**src/hdl/chbb_pkg.sv**
```systemverilog
`timescale 1ns / 1ps
package chbb_pkg;

  localparam int unsigned DegFull   = 360;
  localparam int unsigned DigitLow  = 48;
  localparam int unsigned DigitHigh = 57;
  localparam int unsigned AccMax    = 999;

  localparam logic [1:0] CfgTargetHeading = 2'd0;
  localparam logic [1:0] CfgDeadbandLimit = 2'd1;
  localparam logic [1:0] CfgHalfTurnLimit = 2'd2;

  localparam logic [8:0] TargetReset   = 9'd230;
  localparam logic [7:0] DeadbandReset = 8'd3;
  localparam logic [7:0] HalfTurnReset = 8'd20;

  typedef enum logic [2:0] {
    CMD_STRAIGHT   = 3'd0,
    CMD_RIGHT_HALF = 3'd1,
    CMD_RIGHT_FULL = 3'd2,
    CMD_LEFT_HALF  = 3'd3,
    CMD_LEFT_FULL  = 3'd4
  } steer_cmd_t;

  typedef struct packed {
    logic [8:0] target_heading;
    logic [7:0] deadband_limit;
    logic [7:0] half_turn_limit;
  } cfg_t;

  typedef struct packed {
    logic       heading_updated;
    logic       range_fault;
    logic [8:0] current_heading;
  } parse_result_t;

  function automatic logic [3:0] relay_of_cmd(steer_cmd_t cmd);
    logic [3:0] bits;
    unique case (cmd)
      CMD_STRAIGHT:   bits = 4'hA;
      CMD_RIGHT_HALF: bits = 4'h8;
      CMD_RIGHT_FULL: bits = 4'h9;
      CMD_LEFT_HALF:  bits = 4'h2;
      CMD_LEFT_FULL:  bits = 4'h6;
      default:        bits = 4'hA;
    endcase
    return bits;
  endfunction

endpackage

```
**src/hdl/chbb_parser.sv**
```systemverilog
`timescale 1ns / 1ps
module chbb_parser (
  input  logic                   clk,
  input  logic                   rst,
  input  logic                   in_valid,
  output logic                   in_ready,
  input  logic [7:0]             rx_byte,
  output logic                   res_valid,
  input  logic                   res_ready,
  output chbb_pkg::parse_result_t res_data
);
  import chbb_pkg::*;

  logic       parsing_number;
  logic [9:0] digit_accumulator;
  logic [8:0] latched_heading;

  logic       parsing_number_next;
  logic [9:0] digit_accumulator_next;
  logic [8:0] latched_heading_next;
  logic       updated;
  logic       fault;

  logic       is_digit;
  logic [3:0] digit;
  logic [13:0] extended;

  assign in_ready = !res_valid || res_ready;
  assign is_digit = (rx_byte >= 8'(DigitLow)) && (rx_byte <= 8'(DigitHigh));
  assign digit    = 4'(rx_byte - 8'(DigitLow));
  assign extended = 14'(digit_accumulator) * 14'd10 + 14'(digit);

  always_comb begin
    parsing_number_next    = parsing_number;
    digit_accumulator_next = digit_accumulator;
    latched_heading_next   = latched_heading;
    updated                = 1'b0;
    fault                  = 1'b0;
    if (!parsing_number) begin
      if (is_digit) begin
        parsing_number_next    = 1'b1;
        digit_accumulator_next = 10'(digit);
      end
    end else if (is_digit) begin
      if (extended > 14'(AccMax)) begin
        digit_accumulator_next = 10'(AccMax);
      end else begin
        digit_accumulator_next = extended[9:0];
      end
    end else begin
      parsing_number_next = 1'b0;
      if (digit_accumulator < 10'(DegFull)) begin
        latched_heading_next = digit_accumulator[8:0];
        updated              = 1'b1;
      end else begin
        fault = 1'b1;
      end
      digit_accumulator_next = 10'd0;
    end
  end

  always_ff @(posedge clk) begin
    if (rst) begin
      parsing_number    <= 1'b0;
      digit_accumulator <= 10'd0;
      latched_heading   <= 9'd0;
      res_valid         <= 1'b0;
    end else if (in_ready) begin
      res_valid <= in_valid;
      if (in_valid) begin
        parsing_number    <= parsing_number_next;
        digit_accumulator <= digit_accumulator_next;
        latched_heading   <= latched_heading_next;
      end
    end
  end

  always_ff @(posedge clk) begin
    if (in_ready && in_valid) begin
      res_data.heading_updated <= updated;
      res_data.range_fault     <= fault;
      res_data.current_heading <= latched_heading_next;
    end
  end

endmodule

```
**src/hdl/chbb_steer.sv**
```systemverilog
`timescale 1ns / 1ps
module chbb_steer (
  input  logic                   clk,
  input  logic                   rst,
  input  chbb_pkg::cfg_t         cfg,
  input  logic                   in_valid,
  output logic                   in_ready,
  input  chbb_pkg::parse_result_t in_data,
  output logic                   m_axis_tvalid,
  input  logic                   m_axis_tready,
  output logic [31:0]            m_axis_tdata
);
  import chbb_pkg::*;

  logic [8:0]        tgt;
  logic signed [9:0] diff;
  logic signed [9:0] err;
  logic signed [9:0] dead_pos;
  logic signed [9:0] half_pos;
  steer_cmd_t        cmd;

  assign in_ready = !m_axis_tvalid || m_axis_tready;

  assign tgt  = (cfg.target_heading >= 9'(DegFull)) ?
                9'(cfg.target_heading - 9'(DegFull)) : cfg.target_heading;
  assign diff = $signed({1'b0, in_data.current_heading}) - $signed({1'b0, tgt});

  always_comb begin
    if (diff <= -10'sd180) begin
      err = diff + 10'sd360;
    end else if (diff > 10'sd180) begin
      err = diff - 10'sd360;
    end else begin
      err = diff;
    end
  end

  assign dead_pos = $signed({2'b00, cfg.deadband_limit});
  assign half_pos = $signed({2'b00, cfg.half_turn_limit});

  // The first matching check of the ordered list wins; the tests run from first to last.
  always_comb begin
    priority if (err > half_pos) begin
      cmd = CMD_LEFT_FULL;
    end else if (err > dead_pos && err <= half_pos) begin
      cmd = CMD_LEFT_HALF;
    end else if (err < -half_pos) begin
      cmd = CMD_RIGHT_FULL;
    end else if (err < -dead_pos && err >= -half_pos) begin
      cmd = CMD_RIGHT_HALF;
    end else begin
      cmd = CMD_STRAIGHT;
    end
  end

  always_ff @(posedge clk) begin
    if (rst) begin
      m_axis_tvalid <= 1'b0;
    end else if (in_ready) begin
      m_axis_tvalid <= in_valid;
    end
  end

  always_ff @(posedge clk) begin
    if (in_ready && in_valid) begin
      m_axis_tdata <= {5'd0, relay_of_cmd(cmd), cmd, err[8:0],
                       in_data.current_heading, in_data.range_fault,
                       in_data.heading_updated};
    end
  end

endmodule

```
**src/hdl/compass_heading_bang_bang_steering.sv**
```systemverilog
`timescale 1ns / 1ps
// Compass heading bang-bang steering.
// Bytes from the compass link enter on the s_axis channel, one per transaction.
// Every accepted byte yields exactly one result transaction on m_axis, in order.
// A run of ASCII digits is gathered in decimal and, if below 360, latched as
// the heading when the first non-digit arrives; each result carries the
// latched heading, the shortest-way error to the target and the relay drive
// command. Each accepted byte passes the parser register, then the steering
// output register. A new byte is accepted in every cycle while the receiver
// takes results, so throughput is one item per cycle.
// When the receiver stalls, results wait in the two registers and s_axis_tready
// falls once both are full; no transaction is lost or repeated.
// The cfg port writes the target heading, deadband limit and half-turn limit
// at any edge with cfg_we high; writes are to be made while the block is idle,
// a rule for the user that the block itself does not enforce.
// Synchronous reset clears the parser, the heading and both stages, and
// restores the default target and limits.
module compass_heading_bang_bang_steering (
  input  logic        clk,
  input  logic        rst,
  input  logic        s_axis_tvalid,
  output logic        s_axis_tready,
  input  logic [7:0]  s_axis_tdata,   // [7:0] rx_byte
  output logic        m_axis_tvalid,
  input  logic        m_axis_tready,
  // [0] heading_updated, [1] range_fault, [10:2] current_heading,
  // [19:11] heading_error, [22:20] steer_command, [26:23] relay_bits, [31:27] zero
  output logic [31:0] m_axis_tdata,
  input  logic        cfg_we,
  input  logic [1:0]  cfg_index,
  input  logic [8:0]  cfg_data
);
  import chbb_pkg::*;

  cfg_t          cfg;
  logic          res_valid;
  logic          res_ready;
  parse_result_t res_data;

  always_ff @(posedge clk) begin
    if (rst) begin
      cfg.target_heading  <= TargetReset;
      cfg.deadband_limit  <= DeadbandReset;
      cfg.half_turn_limit <= HalfTurnReset;
    end else if (cfg_we) begin
      unique case (cfg_index)
        CfgTargetHeading: cfg.target_heading  <= cfg_data;
        CfgDeadbandLimit: cfg.deadband_limit  <= cfg_data[7:0];
        CfgHalfTurnLimit: cfg.half_turn_limit <= cfg_data[7:0];
        default: ;
      endcase
    end
  end

  chbb_parser u_parser (
    .clk       (clk),
    .rst       (rst),
    .in_valid  (s_axis_tvalid),
    .in_ready  (s_axis_tready),
    .rx_byte   (s_axis_tdata),
    .res_valid (res_valid),
    .res_ready (res_ready),
    .res_data  (res_data)
  );

  chbb_steer u_steer (
    .clk           (clk),
    .rst           (rst),
    .cfg           (cfg),
    .in_valid      (res_valid),
    .in_ready      (res_ready),
    .in_data       (res_data),
    .m_axis_tvalid (m_axis_tvalid),
    .m_axis_tready (m_axis_tready),
    .m_axis_tdata  (m_axis_tdata)
  );

endmodule
```
**config.mk**
```make
export PLATFORM = sky130hd
export DESIGN_NAME = compass_heading_bang_bang_steering
export DESIGN_NICKNAME = d
export VERILOG_FILES = /design/src/hdl/chbb_pkg.sv /design/src/hdl/chbb_parser.sv /design/src/hdl/chbb_steer.sv /design/src/hdl/compass_heading_bang_bang_steering.sv
export SDC_FILE = /design/constraint.sdc
export NUM_CORES = 1
export LEC_CHECK = 0
export ABC_AREA = 1
export ABC_CLOCK_PERIOD_IN_PS = 4920
export BUFFER_PORTS_ARGS = -buffer_cell sky130_fd_sc_hd__clkbuf_2
export CAP_MARGIN = 20
export CORE_ASPECT_RATIO = 0.6
export CORE_UTILIZATION = 34
export CTS_BUF_LIST = sky130_fd_sc_hd__clkbuf_4 sky130_fd_sc_hd__clkbuf_8 sky130_fd_sc_hd__clkbuf_16
export DETAILED_ROUTE_END_ITERATION = 7
export PLACE_DENSITY = 0.6
export SYNTH_ARGS = -nofsm -noshare
export SYNTH_HDL_FRONTEND = slang
export SYNTH_SLANG_ARGS = --single-unit
```
**constraint.sdc**
```tcl
create_clock -name clk -period 4.92 [get_ports clk]
set_input_delay 0.984 -clock clk [delete_from_list [all_inputs] [get_ports clk]]
set_output_delay 0.984 -clock clk [all_outputs]
set_load 0.005 [all_outputs]
```
==> results of run 1 <==
## synth_stat cells (all sizes together) (3+ instances only)
cell / instances
ha: 67
clkbuf: 8
o21bai: 5
inv: 117
edfxtp: 38
nand3b: 3
buf: 6
dfxtp: 47
xor2: 25
fa: 3
a21oi: 56
xnor2: 4
o2111ai: 3
o21ai: 60
o211ai: 9
nor3: 12
nand3: 39
nor2: 58
nand4: 6
nand2: 163
## timing repair
item,4_1_cts,5_1_grt
setup buffers,3,14
resized for setup,7,62
setup endpoints to repair,7,7
pin swaps,4,37
## kinds of logic after synthesis
| group | count (synthesis) | share of synthesized area, % |
|---|---|---|
| simple gates | 284 | 21.4 |
| compound gates | 147 | 14.5 |
| buf+inv | 132 | 8.78 |
| flops | 85 | 35.6 |
| fa+ha+maj | 70 | 15.3 |
| xor+xnor | 29 | 4.34 |
| other cells | 1 | 0.0640 |
## routing by layer
layer,global-route usage (%),part of all wire (%),wire (µm)
met4,3.83,0.93,135
met5,0,0,0
met3,4.32,5.6,809
met2,22.2,37,5360
met1,26.9,57,8230
## power breakdown
part	switching [mW]	internal [mW]	total (mW)
combinational	0.591	0.411	1.00
sequential	0.0259	0.808	0.834
clock	0.309	0.353	0.662
total	0.927	1.57	2.50
## final cells by class
cell class,instances,area [µm²]
timing repair buffer,92,568
tap,228,285
clock inverter,7,60.1
clock buffer,9,225
sequential,85,2090
inverter,118,448
fill,1641,9310
multi-input combinational,535,3550
## worst max-delay path by stage
stage / end / start / cells after the start / slack [ns]
floorplan: u_steer.m_axis_tdata[20] / cfg[19] / 29 / 0.45
global placement: u_steer.m_axis_tdata[24] / cfg[20] / 30 / -0.08
detailed placement: u_steer.m_axis_tdata[24] / cfg[20] / 30 / -0.24
CTS: u_steer.m_axis_tdata[24] / cfg[19] / 36 / 0.05
global route: u_steer.m_axis_tdata[24] / cfg[20] / 34 / -0.12
finish: u_steer.m_axis_tdata[24] / cfg[20] / 32 / 0.15
## state kept, by name, summed over array words and instances, names as in the netlist
signal,count
u_parser.digit_accumulator,10
u_steer.m_axis_tvalid,1
u_parser.latched_heading,9
u_parser.parsing_number,1
u_steer.m_axis_tdata,27
cfg,25
u_parser.res_data,11
u_parser.res_valid,1
## worst max-delay path: cells and delay by family, from the launching register on
| kind | cells | cell delay, ns |
|---|---|---|
| AO/OA/AOI/OAI | 4 | 0.73 |
| XOR/XNOR | 2 | 0.39 |
| flip-flops | 1 | 0.36 |
| adder cells (fa/ha/maj) | 3 | 0.72 |
| AND/OR/NAND/NOR | 14 | 1.35 |
| buffers and inverters | 9 | 0.96 |
==> impl_metrics.csv, run 1 <==
group,metric,value,unit
placement,dpl-instance-area,6520,µm²
synthesis,synth_edf_count,38,
synthesis,synth_top_cell_by_area,"edfxtp_1",
timing,drv_slew,0,
timing,setup_viol,0,
worst_hold_path,min_to,"u_steer.m_axis_tdata[0]",
finish,drive_above_1_share,22.0,%
worst_setup_path,endpoint_kind,"register",
worst_setup_path,path_max_fanout,5,
synthesis,ys_seq_area_share,35.6,%
synthesis,synth_top_area_share,19.5,%
synthesis,syn_area_per_cell,7.83,µm²
worst_setup_path,r2r_slack,0.15,ns
routing,viasPerCell,4.71,
placement,hpwl,11400,µm
synthesis,ys_ff_latch,85,
worst_setup_path,max_stage_delay,0.36,ns
worst_setup_path,path_class,"reg2reg",
routing,ant_nets,0,
floorplan,core.rowCount,36,
floorplan,core,16500,µm²
worst_setup_path,cp_data_arrival_time,4.86,ns
routing,vias,5059,
placement,placed_cells,1041,
synthesis,ys_async_sr_fraction,0,%
clock_network,clock-sinks,85,
finish,area_delta_synth_final,23.3,%
floorplan,fp.dieH,104,µm
finish,antennaDiodeCount,0,
worst_setup_path,critPathLaunchType,"register",
pwr,finalPower,2.50,mW
global_route,grt_use_total,17.0,%
timing,clock_skew,0.00801,ns
timing,timing.final.hold_violations,0,
timing,rsz0062_at_grt,"true",
routing,finalWirelength,14500,µm
synthesis,ys.flop_type,"dfxtp_1",
worst_setup_path,reg2reg_depth,32,
clock_network,numCtsBuffers,9,
synthesis,synth_area,5860,µm²
worst_hold_path,hp-class,"reg2reg",
timing,maxSlewHeadroom,51.1,%
clock_network,clk_latency,0.34,ns
worst_setup_path,path_common_cell,"buf_4",
finish,instances_no_fill,1074,
global_route,grt_pass1_wl,23600,µm
clock_network,cts_htree_levels,3,
timing,period_share,96.9,%
worst_hold_path,min_from,"u_parser.res_data[10]",
floorplan,fp.dieW,171,µm
worst_setup_path,cp_slowest_cell,"dfxtp_4",
finish,final_common_cell,"nand2_1",
routing,firstDrtPassIters,7,
routing,drcViolationCount,0,
synthesis,syn-instance-count,748,
placement,place_ws,-0.238,ns
pwr,p_per_area,346,nW/µm²
placement,port_buffers,52,
routing,drt_iter0_drc,282,
finish,postLayoutCellArea,7220,µm²
timing,hold_slack,0.420,ns
finish,nNetsFinal,935,
placement,place_congestion,0.849,
worst_setup_path,r2r-start,"cfg[20]",
finish,final_util,43.7,%
floorplan,ios,58,
timing,worstMarginPinSlew,0.729,ns
run,cap_violations,0,
status,status,"finished clean",
timing,finalSetupTns,0,ns
worst_hold_path,whs_path_depth,0,
finish,layout_common_cells,"nand2_1, inv_1, ha_1, o21ai_0",
clock_network,clk_path_buf_depth,2,
synthesis,ys.warnings.count,0,
global_route,grt_max_degree,29,
clock_network,clkTransAtPathRegs,0.07,ns
global_route,grt_overflow_total,0,
floorplan,initial_core_util,35.4,%
timing,clock.fmax,210,MHz
routing,routedWlPerCell,13.5,µm
global_route,antenna_found_initial,0,
synthesis,yosys-top-cells-area,"edfxtp_1, dfxtp_1, ha_1, nand2_1, inv_1",
clock_network,cts_tree,"done",
timing,period_needed,4.77,ns
clock_network,cts-root-buf,"clkbuf_16",
pwr,cellLeakagePower,3.47,nW
global_route,grt_pass1_vias,4707,
clock_network,hold_buffers,0,
worst_setup_path,timing.rr.end,"u_steer.m_axis_tdata[24]",
floorplan,die_area,17800,µm²
synthesis,yosysUniqueCellTypes,46,
pwr,peakVddDrop,0.153,mV
timing,worst_slack,0.153,ns
worst_setup_path,crit_required,5.01,ns
No activity file was read; power rests on OpenSTA's default activity.
==> run 2: changes to the inputs <==
--- a/config.mk
+++ b/config.mk
@@ -6,7 +6,7 @@
 export NUM_CORES = 1
 export LEC_CHECK = 0
 export ABC_AREA = 1
-export ABC_CLOCK_PERIOD_IN_PS = 4920
+export ABC_CLOCK_PERIOD_IN_PS = 5800
 export BUFFER_PORTS_ARGS = -buffer_cell sky130_fd_sc_hd__clkbuf_2
 export CAP_MARGIN = 20
 export CORE_ASPECT_RATIO = 0.6
==> constraint.sdc (replaced) <==
create_clock -name clk -period 5.8 [get_ports clk]
set_input_delay 1.16 -clock clk [delete_from_list [all_inputs] [get_ports clk]]
set_output_delay 1.16 -clock clk [all_outputs]
set_load 0.005 [all_outputs]
==> impl_metrics.csv, run 2 (synthesized netlist as in run 1, its figures left out) <==
group,metric,value,unit
placement,place_ws,0.523,ns
pwr,clockPowerShare,30.9,%
placement,placed_cells,1021,
finish,drive_above_1_share,12.8,%
finish,instances_no_fill,1038,
global_route,grt_use_total,17.0,%
clock_network,clk_latency,0.35,ns
clock_network,numCtsBuffers,9,
finish,antennaDiodeCount,0,
worst_setup_path,reg2reg_depth,26,
timing,period_share,92.1,%
floorplan,ios,58,
pwr,peakVddDrop,0.134,mV
clock_network,cts_tree,"done",
worst_hold_path,whs_path_depth,0,
worst_setup_path,endpoint_kind,"register",
worst_setup_path,crit_required,5.92,ns
placement,port_buffers,52,
routing,ant_nets,0,
floorplan,die_area,17800,µm²
finish,top_regs,"u_steer.m_axis_tdata x27, cfg x25, u_parser.res_data x11",
clock_network,clk_path_buf_depth,2,
routing,viasPerCell,4.73,
finish,layout_common_cells,"nand2_1, inv_1, ha_1, o21ai_0, nor2_1",
finish,n_fill_cell,1727,
finish,largest_reg_flops,27,
worst_setup_path,critPathLaunchType,"register",
routing,drcViolationCount,0,
worst_setup_path,r2r-start,"cfg[21]",
timing,worstMarginPinSlew,0.686,ns
routing,routedWlPerCell,13.6,µm
finish,nNetsFinal,899,
worst_setup_path,cp_data_arrival_time,5.46,ns
timing,hold_slack,0.420,ns
routing,finalWirelength,14100,µm
timing,timing.final.hold_violations,0,
global_route,grt_overflow_total,0,
timing,clock_skew,0.0105,ns
floorplan,fp.dieW,171,µm
finish,area_delta_synth_final,14.6,%
pwr,p_per_area,301,nW/µm²
worst_setup_path,path_class,"reg2reg",
pwr,p_comb_share,34.2,%
global_route,grt_pass1_vias,4473,
routing,firstDrtPassIters,7,
finish,final_common_cell,"nand2_1",
global_route,antenna_found_initial,0,
pwr,cellLeakagePower,3.27,nW
global_route,grt_pass1_wl,23500,µm
placement,hpwl,11300,µm
placement,dpl-instance-area,6370,µm²
routing,drt_iter0_drc,386,
clock_network,cts-root-buf,"clkbuf_16",
floorplan,fp.dieH,104,µm
finish,postLayoutCellArea,6710,µm²
floorplan,core.rowCount,36,
finish,top_register,"u_steer.m_axis_tdata",
pwr,seqPwrFrac,35.0,%
floorplan,initial_core_util,35.4,%
finish,final_util,40.6,%
pwr,p_sw_share,35.9,%
timing,finalSetupTns,0,ns
timing,setup_viol,0,
timing,drv_slew,0,
worst_setup_path,timing.rr.end,"u_steer.m_axis_tdata[20]",
pwr,p_int,1.29,mW
worst_hold_path,min_from,"u_parser.res_data[9]",
status,status,"finished clean",
timing,maxSlewHeadroom,54.0,%
worst_hold_path,min_to,"u_steer.m_axis_tdata[1]",
timing,worst_slack,0.460,ns
run,cap_violations,0,
timing,rsz0062_at_grt,"false",
placement,place_congestion,0.881,
pwr,p_switching,0.725,mW
timing,clock.fmax,187,MHz
routing,vias,4912,
pwr,finalPower,2.02,mW
worst_hold_path,hp-class,"reg2reg",
worst_setup_path,path_max_fanout,7,
floorplan,core,16500,µm²
timing,period_needed,5.34,ns
global_route,grt_max_degree,29,
clock_network,cts_htree_levels,3,
clock_network,clock-sinks,85,
clock_network,hold_buffers,0,
worst_setup_path,r2r_slack,0.46,ns
clock_network,clkTransAtPathRegs,0.07,ns
run 2: area by class of cell:
cell class / count / area, µm² / share of cell area (%)
multi-input combinational: 535 / 3280 / 49.0
sequential: 85 / 2080 / 31.0
inverter: 118 / 443 / 6.60
timing repair buffer: 56 / 290 / 4.33
tap: 228 / 285 / 4.25
clock buffer: 10 / 250 / 3.73
clock inverter: 6 / 72.6 / 1.08
run 2: repair_timing:
item	in CTS	in global routing
buffers inserted	0	0
endpoints found under the setup margin	0	3
resized for setup	0	2
run 2: worst max-delay path, stage by stage, from the launching register on:
cell	delay, ns
dfxtp_1	0.40
nand2_1	0.11
o41ai_1	0.48
nand2_1	0.23
nor2_1	0.16
xnor2_1	0.18
ha_1	0.35
a21oi_1	0.26
nor2_1	0.08
nor2_1	0.12
nand3_1	0.13
nand2_4	0.13
inv_2	0.08
a21oi_4	0.24
inv_1	0.11
o21ai_0	0.22
xor2_1	0.46
ha_1	0.35
a21oi_1	0.16
o31ai_1	0.11
nand2_1	0.07
o2111ai_1	0.10
or2_2	0.30
nand3_1	0.12
nand2_1	0.06
nand2_1	0.05
inv_1	0.04
run 2: layer usage:
metal / vias up / share of wire, % / wire length (µm) / GRT usage, %
met1: 2179 / 60 / 8470 / 29.1
met4: 0 / 0.95 / 134 / 4.21
met5: - / 0 / 0 / 0
met3: 11 / 5.5 / 778 / 3.48
met2: 115 / 33 / 4710 / 20.0
li1: 2607 / - / - / -
run 2: how the worst max path moves through the flow:
stage          startpoint                       end  slack, ns  cells past startpoint
4_1_cts           cfg[21]  u_steer.m_axis_tdata[24]       0.49                     26
2_1_floorplan     cfg[19]  u_steer.m_axis_tdata[20]       1.33                     29
3_5_place_dp      cfg[21]  u_steer.m_axis_tdata[24]       0.52                     26
5_1_grt           cfg[19]  u_steer.m_axis_tdata[24]      0.006                     32
6_report          cfg[21]  u_steer.m_axis_tdata[20]       0.46                     26
3_3_place_gp      cfg[21]  u_steer.m_axis_tdata[24]       0.50                     29
run 2: power groups by stage:
stage               combinational, mW  sequential [mW]  clock (mW)
floorplan                       0.486            0.717           0
global placement                0.668            0.719           0
detailed placement              0.673            0.720           0
CTS                             0.678            0.706       0.641
global route                    0.796            0.711       0.663
finish                          0.690            0.706       0.624
==> run 3: changes to the inputs <==
--- a/config.mk
+++ b/config.mk
@@ -13,6 +13,7 @@
 export CORE_UTILIZATION = 34
 export CTS_BUF_LIST = sky130_fd_sc_hd__clkbuf_4 sky130_fd_sc_hd__clkbuf_8 sky130_fd_sc_hd__clkbuf_16
 export DETAILED_ROUTE_END_ITERATION = 7
+export MAX_ROUTING_LAYER = met4
 export PLACE_DENSITY = 0.6
 export SYNTH_ARGS = -nofsm -noshare
 export SYNTH_HDL_FRONTEND = slang
==> constraint.sdc (replaced) <==
create_clock -name clk -period 5.8 [get_ports clk]
set_input_delay 0.58 -clock clk [delete_from_list [all_inputs] [get_ports clk]]
set_output_delay 0.58 -clock clk [all_outputs]
set_load 0.005 [all_outputs]
==> impl_metrics.csv, run 3 (synthesized netlist as in run 1, its figures left out) <==
group,metric,value,unit
clock_network,hold_buffers,0,
placement,hpwl,11300,µm
timing,timing.final.hold_violations,0,
floorplan,fp.dieH,104,µm
global_route,grt_pass1_wl,23500,µm
timing,clock_skew,0.0113,ns
placement,port_buffers,52,
worst_setup_path,path_class,"reg2reg",
placement,placed_cells,1021,
finish,multi_input_area,3280,µm²
global_route,grt_pass1_vias,4481,
status,status,"finished clean",
timing,finalSetupTns,0,ns
finish,nNetsFinal,899,
run,cap_violations,0,
finish,ff_latch_area,2080,µm²
finish,top_register,"u_steer.m_axis_tdata",
clock_network,clkTransAtPathRegs,0.07,ns
floorplan,fp.dieW,171,µm
global_route,grt_overflow_total,0,
finish,top_regs,"u_steer.m_axis_tdata x27, cfg x25, u_parser.res_data x11",
global_route,grt_use_total,17.4,%
routing,drcViolationCount,0,
timing,worstMarginPinSlew,0.699,ns
timing,period_share,92.8,%
timing,clock.fmax,186,MHz
pwr,p_per_area,301,nW/µm²
worst_hold_path,hp-class,"reg2reg",
routing,drt_iter0_drc,376,
routing,firstDrtPassIters,5,
worst_setup_path,path_max_fanout,7,
timing,rsz0062_at_grt,"false",
finish,area_delta_synth_final,14.6,%
floorplan,die_area,17800,µm²
finish,drive_above_1_share,12.8,%
clock_network,cts-root-buf,"clkbuf_16",
floorplan,core.rowCount,36,
finish,antennaDiodeCount,0,
worst_setup_path,crit_required,5.91,ns
routing,ant_nets,0,
routing,viasPerCell,4.71,
clock_network,postCtsSetupBuffers,0,
finish,instances_no_fill,1038,
clock_network,cts_tree,"done",
routing,vias,4893,
clock_network,clk_path_buf_depth,2,
routing,routedWlPerCell,13.6,µm
finish,layout_common_cells,"nand2_1, inv_1, ha_1, o21ai_0, nor2_1",
clock_network,clk_latency,0.35,ns
worst_setup_path,critPathLaunchType,"register",
global_route,antenna_found_initial,0,
timing,maxSlewHeadroom,53.1,%
clock_network,clock-sinks,85,
finish,n_fill_cell,1727,
floorplan,core,16500,µm²
clock_network,numCtsBuffers,9,
routing,finalWirelength,14100,µm
placement,place_congestion,0.895,
floorplan,initial_core_util,35.4,%
global_route,grt_max_degree,29,
timing,setup_viol,0,
worst_setup_path,cp_data_arrival_time,5.49,ns
timing,drv_slew,0,
floorplan,ios,58,
finish,final_common_cell,"nand2_1",
pwr,cellLeakagePower,3.27,nW
clock_network,cts_htree_levels,3,
timing,period_needed,5.38,ns
pwr,peakVddDrop,0.135,mV
finish,largest_reg_flops,27,
worst_setup_path,endpoint_kind,"register",
==> run 3: final cells by class <==
type	instances	share of cell area, %
clock buffers	10	3.73
repair buffers	56	4.33
clock inverters	6	1.08
multi-input cells	535	49.0
well taps	228	4.25
flip-flops and latches	85	31.0
inverters	118	6.60
==> run 3: worst paths after layout <==
kind | slack (ns) | depth (start not counted) | from | to
worst max-delay path | 0.42 | 26 | cfg[21] | u_steer.m_axis_tdata[20]
worst min-delay path | 0.42 | 0 | u_parser.res_data[9] | u_steer.m_axis_tdata[1]
worst max register to register | 0.42 | 26 | cfg[21] | u_steer.m_axis_tdata[20]
worst min register to register | 0.42 | 0 | u_parser.res_data[9] | u_steer.m_axis_tdata[1]
==> run 3: layer usage <==
layer	global-route usage [%]	wire (µm)	vias to the layer above
met5	-	0	-
met4	3.83	104	0
met3	3.59	849	10
met2	20.0	4710	116
met1	29.1	8420	2162
li1	-	-	2605
==> run 3: power breakdown <==
part           internal [mW]  switching, mW  total (mW)
Clock                  0.366          0.257       0.623
Sequential             0.686         0.0203       0.706
Combinational          0.243          0.447       0.690
Total                   1.29          0.724        2.02
==> run 3: repair_timing <==
item,4_1_cts,5_1_grt
gates resized for setup,0,2
endpoints found under the hold margin,0,0
setup endpoints to repair,0,3
==> run 3: worst max-delay path, cell delays in order (launching register included) <==
cell	delay (ns)
dfxtp_1	0.40
nand2_1	0.11
o41ai_1	0.49
nand2_1	0.23
nor2_1	0.16
xnor2_1	0.18
ha_1	0.35
a21oi_1	0.26
nor2_1	0.08
nor2_1	0.12
nand3_1	0.13
nand2_4	0.13
inv_2	0.08
a21oi_4	0.24
inv_1	0.11
o21ai_0	0.22
xor2_1	0.47
ha_1	0.35
a21oi_1	0.16
o31ai_1	0.11
nand2_1	0.07
o2111ai_1	0.10
or2_2	0.30
nand3_1	0.12
nand2_1	0.06
nand2_1	0.05
inv_1	0.04
==> run 3: stage by stage <==
stage | power [mW] | hold slack (ns) | setup slack (ns) | utilization (%) | area (µm²)
after floorplan | 1.20 | 0.400 | 1.33 | - | 5870
after global placement | 1.39 | 0.404 | 0.496 | 38.5 | 6370
after detailed placement | 1.39 | 0.405 | 0.523 | 38.5 | 6370
after CTS | 2.02 | 0.422 | 0.492 | 40.5 | 6690
after global routing | 2.17 | 0.427 | 0.00592 | 40.6 | 6710
final | 2.02 | 0.420 | 0.419 | 40.6 | 6710
